<file path="src/hw/rtl/psfc_pkg.sv">
// ----------------------------------------------------------------------------
// psfc_pkg
// Shared types and constants for the posture and fall classifier: field
// widths, register reset values, register indexes, event and posture codes.
// ----------------------------------------------------------------------------
package psfc_pkg;

	localparam int unsigned SampleWidth = 16;
	localparam int unsigned LimitWidth  = 15;
	localparam int unsigned EventWidth  = 3;
	localparam int unsigned CodeWidth   = 2;
	localparam int unsigned IndexWidth  = 2;
	localparam int unsigned CmpWidth    = 20;

	localparam logic [LimitWidth-1:0] PressureLimitReset = 15'd16000;
	localparam logic [LimitWidth-1:0] AccelLimitReset    = 15'd2000;
	localparam logic [LimitWidth-1:0] GyroLimitReset     = 15'd1500;
	localparam logic [LimitWidth-1:0] StillLimitReset    = 15'd10;

	typedef enum logic [IndexWidth-1:0] {
		REG_PRESSURE_LIMIT = 2'd0,
		REG_ACCEL_LIMIT    = 2'd1,
		REG_GYRO_LIMIT     = 2'd2,
		REG_STILL_LIMIT    = 2'd3
	} cfg_reg_t;

	typedef enum logic [EventWidth-1:0] {
		EV_NONE      = 3'd0,
		EV_FALL      = 3'd1,
		EV_RISE      = 3'd2,
		EV_STAND_SIT = 3'd3,
		EV_STAND_LAY = 3'd4,
		EV_SIT_LAY   = 3'd5
	} event_t;

	typedef enum logic [CodeWidth-1:0] {
		CODE_STAND = 2'd0,
		CODE_FELL  = 2'd1,
		CODE_SIT   = 2'd2,
		CODE_LAY   = 2'd3
	} posture_code_t;

	typedef enum logic [3:0] {
		ST_STAND = 4'b0001,
		ST_FELL  = 4'b0010,
		ST_SIT   = 4'b0100,
		ST_LAY   = 4'b1000
	} posture_t;

	typedef struct packed {
		logic [LimitWidth-1:0] pressure;
		logic [LimitWidth-1:0] accel;
		logic [LimitWidth-1:0] gyro;
		logic [LimitWidth-1:0] still;
	} limits_t;

	function automatic posture_code_t posture_code(input posture_t st);
		posture_code_t code;
		begin
			unique case (st)
				ST_STAND: code = CODE_STAND;
				ST_FELL:  code = CODE_FELL;
				ST_SIT:   code = CODE_SIT;
				ST_LAY:   code = CODE_LAY;
				default:  code = CODE_STAND;
			endcase
			return code;
		end
	endfunction

	function automatic logic two_of_three(input logic a, input logic b, input logic c);
		return (a & b) | (b & c) | (a & c);
	endfunction

endpackage

</file>
<file path="src/hw/rtl/posture_fall_classifier_core.sv">
// ----------------------------------------------------------------------------
// posture_fall_classifier_core
// Classifies body posture (stand, fell, sit, lay) from foot pressure,
// acceleration and rotation rate samples, one result word per sample word.
// ----------------------------------------------------------------------------
// Usage:
//   in_*   : one sample word (two pressures, three accel axes, three rates),
//            taken when in_valid and in_ready are both high.
//   out_*  : one result word (event_code, posture_now) per sample word,
//            taken when out_valid and out_ready are both high.
//   cfg_*  : register write port, cfg_we with cfg_index and cfg_data; write
//            only while no sample word is in flight.
// A sample word passes through one input register, then the rule logic and
// the result register. Throughput is one word per cycle while out_ready is
// high; the posture register is updated in the same cycle as the result
// register, so a back-to-back sample sees the new posture.
// When out_ready is low the result register holds and the input register
// still takes one more word; in_ready drops only when both are full.
// Reset clears both valid flags, sets posture to stand and restores the
// limit registers to their defaults.
// ----------------------------------------------------------------------------
module posture_fall_classifier_core (
	input  logic                                   clk,
	input  logic                                   arst_n,
	input  logic                                   in_valid,
	output logic                                   in_ready,
	input  logic signed [psfc_pkg::SampleWidth-1:0] pressure_front,
	input  logic signed [psfc_pkg::SampleWidth-1:0] pressure_back,
	input  logic signed [psfc_pkg::SampleWidth-1:0] accel_x,
	input  logic signed [psfc_pkg::SampleWidth-1:0] accel_y,
	input  logic signed [psfc_pkg::SampleWidth-1:0] accel_z,
	input  logic signed [psfc_pkg::SampleWidth-1:0] rate_x,
	input  logic signed [psfc_pkg::SampleWidth-1:0] rate_y,
	input  logic signed [psfc_pkg::SampleWidth-1:0] rate_z,
	output logic                                   out_valid,
	input  logic                                   out_ready,
	output logic        [psfc_pkg::EventWidth-1:0]  event_code,
	output logic        [psfc_pkg::CodeWidth-1:0]   posture_now,
	input  logic                                   cfg_we,
	input  logic        [psfc_pkg::IndexWidth-1:0]  cfg_index,
	input  logic        [psfc_pkg::LimitWidth-1:0]  cfg_data
);

	localparam int unsigned CW = psfc_pkg::CmpWidth;

	psfc_pkg::limits_t  limits_q;
	psfc_pkg::posture_t posture_q;
	psfc_pkg::posture_t posture_next;
	psfc_pkg::event_t   event_next;
	psfc_pkg::event_t   event_q;

	logic valid_s1;
	logic out_valid_q;
	logic advance;

	logic signed [psfc_pkg::SampleWidth-1:0] p1_s1, p2_s1;
	logic signed [psfc_pkg::SampleWidth-1:0] ax_s1, ay_s1, az_s1;
	logic signed [psfc_pkg::SampleWidth-1:0] gx_s1, gy_s1, gz_s1;

	logic signed [CW-1:0] p1_w, p2_w, ax_w, ay_w, az_w, gx_w, gy_w, gz_w;
	logic signed [CW-1:0] t_w, a_w, g_w, s_w;
	logic signed [CW-1:0] g4_w, gx5_w, gy5_w, gz5_w, p1x2_w, p2x2_w, p1x5_w;

	logic press_hi, acc_two, gyro_two_08, gyro_two, still, acc_low;
	logic sit_press, lay_press;

	// config registers
	always_ff @(posedge clk or negedge arst_n) begin
		if (!arst_n) begin
			limits_q.pressure <= psfc_pkg::PressureLimitReset;
			limits_q.accel    <= psfc_pkg::AccelLimitReset;
			limits_q.gyro     <= psfc_pkg::GyroLimitReset;
			limits_q.still    <= psfc_pkg::StillLimitReset;
		end else if (cfg_we) begin
			unique case (psfc_pkg::cfg_reg_t'(cfg_index))
				psfc_pkg::REG_PRESSURE_LIMIT: limits_q.pressure <= cfg_data;
				psfc_pkg::REG_ACCEL_LIMIT:    limits_q.accel    <= cfg_data;
				psfc_pkg::REG_GYRO_LIMIT:     limits_q.gyro     <= cfg_data;
				psfc_pkg::REG_STILL_LIMIT:    limits_q.still    <= cfg_data;
				default: ;
			endcase
		end
	end

	assign advance  = valid_s1 & (~out_valid_q | out_ready);
	assign in_ready = ~valid_s1 | advance;

	// input register
	always_ff @(posedge clk or negedge arst_n) begin
		if (!arst_n) begin
			valid_s1 <= 1'b0;
		end else if (in_ready) begin
			valid_s1 <= in_valid;
		end
	end

	always_ff @(posedge clk) begin
		if (in_ready && in_valid) begin
			p1_s1 <= pressure_front;
			p2_s1 <= pressure_back;
			ax_s1 <= accel_x;
			ay_s1 <= accel_y;
			az_s1 <= accel_z;
			gx_s1 <= rate_x;
			gy_s1 <= rate_y;
			gz_s1 <= rate_z;
		end
	end

	// widened operands for exact scaled compares
	always_comb begin
		p1_w = CW'(p1_s1);
		p2_w = CW'(p2_s1);
		ax_w = CW'(ax_s1);
		ay_w = CW'(ay_s1);
		az_w = CW'(az_s1);
		gx_w = CW'(gx_s1);
		gy_w = CW'(gy_s1);
		gz_w = CW'(gz_s1);
		t_w  = signed'(CW'(limits_q.pressure));
		a_w  = signed'(CW'(limits_q.accel));
		g_w  = signed'(CW'(limits_q.gyro));
		s_w  = signed'(CW'(limits_q.still));

		g4_w   = g_w <<< 2;
		gx5_w  = (gx_w <<< 2) + gx_w;
		gy5_w  = (gy_w <<< 2) + gy_w;
		gz5_w  = (gz_w <<< 2) + gz_w;
		p1x2_w = p1_w <<< 1;
		p2x2_w = p2_w <<< 1;
		p1x5_w = (p1_w <<< 2) + p1_w;

		press_hi    = p1_w > t_w;
		acc_two     = psfc_pkg::two_of_three(ax_w > a_w, ay_w > a_w, az_w > a_w);
		gyro_two_08 = psfc_pkg::two_of_three(gx5_w > g4_w, gy5_w > g4_w, gz5_w > g4_w);
		gyro_two    = psfc_pkg::two_of_three(gx_w > g_w, gy_w > g_w, gz_w > g_w);
		still       = (ax_w < s_w) & (ay_w < s_w) & (az_w < s_w);
		acc_low     = (ax_w < a_w) & (ay_w < a_w) & (az_w < a_w);
		sit_press   = (p1x2_w < t_w) & (p2x2_w < t_w);
		lay_press   = p1x5_w < t_w;
	end

	// rules in priority order, each sees the posture left by the one before
	always_comb begin
		posture_next = posture_q;
		event_next   = psfc_pkg::EV_NONE;
		if (posture_next == psfc_pkg::ST_STAND &&
		    ((press_hi & acc_two) | (press_hi & gyro_two_08) | (acc_two & gyro_two))) begin
			posture_next = psfc_pkg::ST_FELL;
			event_next   = psfc_pkg::EV_FALL;
		end
		if (posture_next == psfc_pkg::ST_FELL && still && press_hi) begin
			posture_next = psfc_pkg::ST_STAND;
			event_next   = psfc_pkg::EV_RISE;
		end
		if (posture_next == psfc_pkg::ST_STAND && still && sit_press) begin
			posture_next = psfc_pkg::ST_SIT;
			event_next   = psfc_pkg::EV_STAND_SIT;
		end
		if (lay_press && gyro_two_08 && acc_low) begin
			if (posture_next == psfc_pkg::ST_STAND) begin
				posture_next = psfc_pkg::ST_LAY;
				event_next   = psfc_pkg::EV_STAND_LAY;
			end else if (posture_next == psfc_pkg::ST_SIT) begin
				posture_next = psfc_pkg::ST_LAY;
				event_next   = psfc_pkg::EV_SIT_LAY;
			end
		end
	end

	// posture state and result register
	always_ff @(posedge clk or negedge arst_n) begin
		if (!arst_n) begin
			posture_q   <= psfc_pkg::ST_STAND;
			out_valid_q <= 1'b0;
		end else begin
			if (advance) begin
				posture_q <= posture_next;
			end
			if (advance) begin
				out_valid_q <= 1'b1;
			end else if (out_ready) begin
				out_valid_q <= 1'b0;
			end
		end
	end

	always_ff @(posedge clk) begin
		if (advance) begin
			event_q     <= event_next;
			posture_now <= psfc_pkg::posture_code(posture_next);
		end
	end

	assign out_valid  = out_valid_q;
	assign event_code = event_q;

`ifndef SYNTH
	a_lay_sticks: assert property (@(posedge clk) disable iff (!arst_n)
		posture_q == psfc_pkg::ST_LAY |=> posture_q == psfc_pkg::ST_LAY)
		else $error("posture left lay");

	a_posture_holds: assert property (@(posedge clk) disable iff (!arst_n)
		!advance |=> $stable(posture_q))
		else $error("posture changed without a word");

	a_result_matches_state: assert property (@(posedge clk) disable iff (!arst_n)
		advance |=> posture_now == psfc_pkg::posture_code(posture_q))
		else $error("result posture differs from state");

	a_result_held: assert property (@(posedge clk) disable iff (!arst_n)
		out_valid_q && !out_ready |=> out_valid_q && $stable(event_q) && $stable(posture_now))
		else $error("stalled result changed");

	a_s1_no_overwrite: assert property (@(posedge clk) disable iff (!arst_n)
		valid_s1 && !advance |=> valid_s1 && $stable(p1_s1) && $stable(gx_s1))
		else $error("input register overwritten");
`endif

endmodule
</file>
<file path="config.mk">
export PLATFORM = sky130hd
export DESIGN_NAME = posture_fall_classifier_core
export DESIGN_NICKNAME = d
export VERILOG_FILES = /design/src/hw/rtl/psfc_pkg.sv /design/src/hw/rtl/posture_fall_classifier_core.sv
export SDC_FILE = /design/constraint.sdc
export NUM_CORES = 1
export LEC_CHECK = 0
export BUFFER_PORTS_ARGS = -buffer_cell sky130_fd_sc_hd__buf_2
export CORE_MARGIN = 8
export CORE_UTILIZATION = 35
export CTS_CLUSTER_DIAMETER = 120
export CTS_CLUSTER_SIZE = 20
export DETAILED_ROUTE_END_ITERATION = 10
export RECOVER_POWER = 100
export SYNTH_ARGS = -nofsm -noshare
export SYNTH_HDL_FRONTEND = slang
export SYNTH_SLANG_ARGS = --single-unit
</file>
<file path="constraint.sdc">
create_clock -name clk -period 13.9 [get_ports clk]
set_input_delay 2.78 -clock clk [delete_from_list [all_inputs] [get_ports clk]]
set_output_delay 2.78 -clock clk [all_outputs]
set_load 0.02 [all_outputs]
</file>
==> run metrics <==
status=complete, but fails checks; failing checks=capacitance limit, slew limit; Post-CTS Setup Repair Bufs=0; Synth area leaders=edfxtp_1 27%, ha_1 25%, dfrtp_1 7.4%, dfstp_2 3.9%, mux2_2 3.7%; Worst Path Class, Setup=in2reg; Clock transition at path regs=0.08 ns; post-synth top area share=27.0%; hpwl dp=32.0 mm; crit path cell chain=buf_2 > nand3b_1 > and2_0 > clkbuf_1; syn_area_per_cell=10.6 sq um; ys flop type=edfxtp_1; Synth area leader=edfxtp_1; Setup WS post-layout=5.20 ns; reg2reg path depth=3; CTS sink cnt=199; CP Launch Point=out_ready; post-cts sizing count=0; Final Hold Vio Count=0; width of the die=222 microns; Max Fclk=115 MHz; via count=11.4k; root buf cell=clkbuf_16; first-pass GRT wire length=62.6 mm; Layout Utilization=40.1%; Hold Crit Class=reg2reg; final period utilization=62.6%; crit end category=flop; Area growth syn-to-layout=13.4%; Slowest cell on crit path=clkbuf_1; final-report max-slew violation count=198; Total GRT Usage=16.1%; # rows=75; Detailed Routing Iterations Pass 1=5; synthesized cell area=14,800 sq um; RSZ-0062 raised after global routing=false; I/O Buffers=156; setup_tns=0 ns; pwr dens=118 nW/um^2; Antenna Cells=0; fillers=4,114; worst r2r dst=gx_s1[10]; Final nets=2,018; pre-CTS WS=7.82 ns; Worst-Margin Slew=3.85 ns; worst skew pair latency=0.46 ns; CTS tree=yes; Seq/Total Area, Yosys=38.3%; Iter 0 DRT Violations=760; crit path capture=gx_s1[10]; peak supply drop=0.000105 V; clock share of power=25.7%; Switching Share=36.3%; syn_nets=1,845; placed insts=2,090; commonest non-fill, non-tap cell in the layout=ha_1; Final Cell Area=16,800 sq um; setup slack, reg-to-reg=7.17 ns; final critical-path required period=8.70 ns; total gr overflow=0; Non-Filler Instances=2,122; skew final=0.00807 ns; Cells after Synth=1,397; Sequential Power Share=38.5%; FFs w/ async S/R, synth=33.2%; Leak=7.44 nW; CP arrival=8.68 ns; Max-Cap Viols=3; FF+latch count, synth=199; Cell variety after synth=76; share of post-route cells with drive strength above 1=15.4%; combinational share of power=35.8%; Core Region=41,900 sq um; CP peak stage delay=2.81 ns; most frequent cells in the layout=294 x ha_1, 133 x edfxtp_1, 129 x buf_2; hold_buf cts=0; FF-to-FF Start=out_valid; DR DRC count=0; total net switching power=719 uW; delay-heaviest family, CP=buffers and inverters; Starting Density=35.4%; CTS buffer count=17; Post-synth EDFFs=133; I/O Pins=157; die outline area=49,100 sq um; largest net degree at the start of global routing=69; via/cell ratio=5.36; YS warnings=0; placed cell area=16,300 sq um; WP data required=13.88 ns; Die Y=222 microns; wirelength, routed=40.2 mm; Critical Path Fanout Max=68; clk buf depth=2; Cell Int Power=1.26 mW; routed len/inst=18.9 microns; setup violators final=0; Levels on crit path=4; headroom to the max-slew limit=-157%; initial antenna violation count=0; Post-DRT Antenna Nets=0; vias in the first global route=11.3k; H-tree lvl count=4; Critical path buffers and inverters=2; GP Congestion=0.907; CP startpoint kind=input port
-- state kept, by name, indices dropped and copies added, names as in the netlist, 16 cells and up --
register	flops
ax_s1	16
ay_s1	16
az_s1	16
gx_s1	16
gy_s1	16
gz_s1	16
limits_q	30
p1_s1	16
p2_s1	16
-- stage by stage --
| stage | hold slack, ns | power, mW |
|---|---|---|
| floorplan | 0.457 | 1.26 |
| global placement | 0.476 | 1.46 |
| detailed placement | 0.473 | 1.48 |
| CTS | 0.494 | 2.00 |
| global route | 0.516 | 2.12 |
| finish | 0.492 | 1.98 |
-- worst register-to-register path: stages, from the launching register on --
cell and delay (ns):
dfrtp_1 0.42, nand3b_1 0.14, and2_0 2.72, clkbuf_1 2.83
-- cell usage after synthesis, types with 26 or more instances --
| cell | instances |
|---|---|
| nand2_1 | 79 |
| a21o_1 | 35 |
| nand3_1 | 33 |
| a21oi_1 | 102 |
| dfrtp_1 | 44 |
| o21ai_0 | 89 |
| edfxtp_1 | 133 |
| ha_1 | 294 |
| nor2_1 | 69 |
| mux2_2 | 49 |
| inv_1 | 117 |
| xnor2_1 | 32 |
| a211oi_1 | 26 |
-- worst min path at each step --
| stage | start | endpoint | slack, ns | cells past startpoint |
|---|---|---|---|---|
| 3_3_place_gp | valid_s1 | out_valid | 0.48 | 1 |
| 3_5_place_dp | valid_s1 | out_valid | 0.47 | 1 |
| 2_1_floorplan | valid_s1 | out_valid | 0.46 | 1 |
| 6_report | valid_s1 | out_valid | 0.49 | 1 |
| 5_1_grt | valid_s1 | out_valid | 0.52 | 1 |
| 4_1_cts | valid_s1 | out_valid | 0.49 | 1 |
-- logic make-up after synthesis --
kind of cell | count (synthesis) | synth area share (%)
mux | 54 | 4.06
xor+xnor | 36 | 2.13
compound gates | 360 | 15.7
fa+ha+maj | 299 | 25.4
buf+inv | 123 | 3.12
simple gates | 326 | 11.2
flops | 199 | 38.3
-- metal layers --
| metal | GRT usage [%] | share of wire [%] | vias up |
|---|---|---|---|
| met3 | 2.94 | 4.7 | 45 |
| li1 | - | - | 5633 |
| met5 | 0 | 0 | - |
| met4 | 4.77 | 2.4 | 0 |
| met2 | 26.9 | 47 | 299 |
| met1 | 21.1 | 46 | 5402 |
-- area by class of cell --
| type | count | area, sq um | area share (%) |
|---|---|---|---|
| multi-input cells | 1075 | 8650 | 51.5 |
| flip-flops and latches | 199 | 5670 | 33.8 |
| repair buffers | 160 | 766 | 4.56 |
| well taps | 539 | 674 | 4.01 |
| clock buffers | 18 | 439 | 2.61 |
| inverters | 117 | 439 | 2.61 |
| clock inverters | 14 | 155 | 0.924 |
-- power groups by stage --
stage	registers (mW)	logic, mW	clock network, mW
4_1_cts	0.761	0.713	0.523
2_1_floorplan	0.760	0.503	0
3_3_place_gp	0.772	0.685	0
5_1_grt	0.771	0.805	0.545
3_5_place_dp	0.773	0.707	0
6_report	0.763	0.709	0.510
No activity file was read; power rests on OpenSTA's default activity.
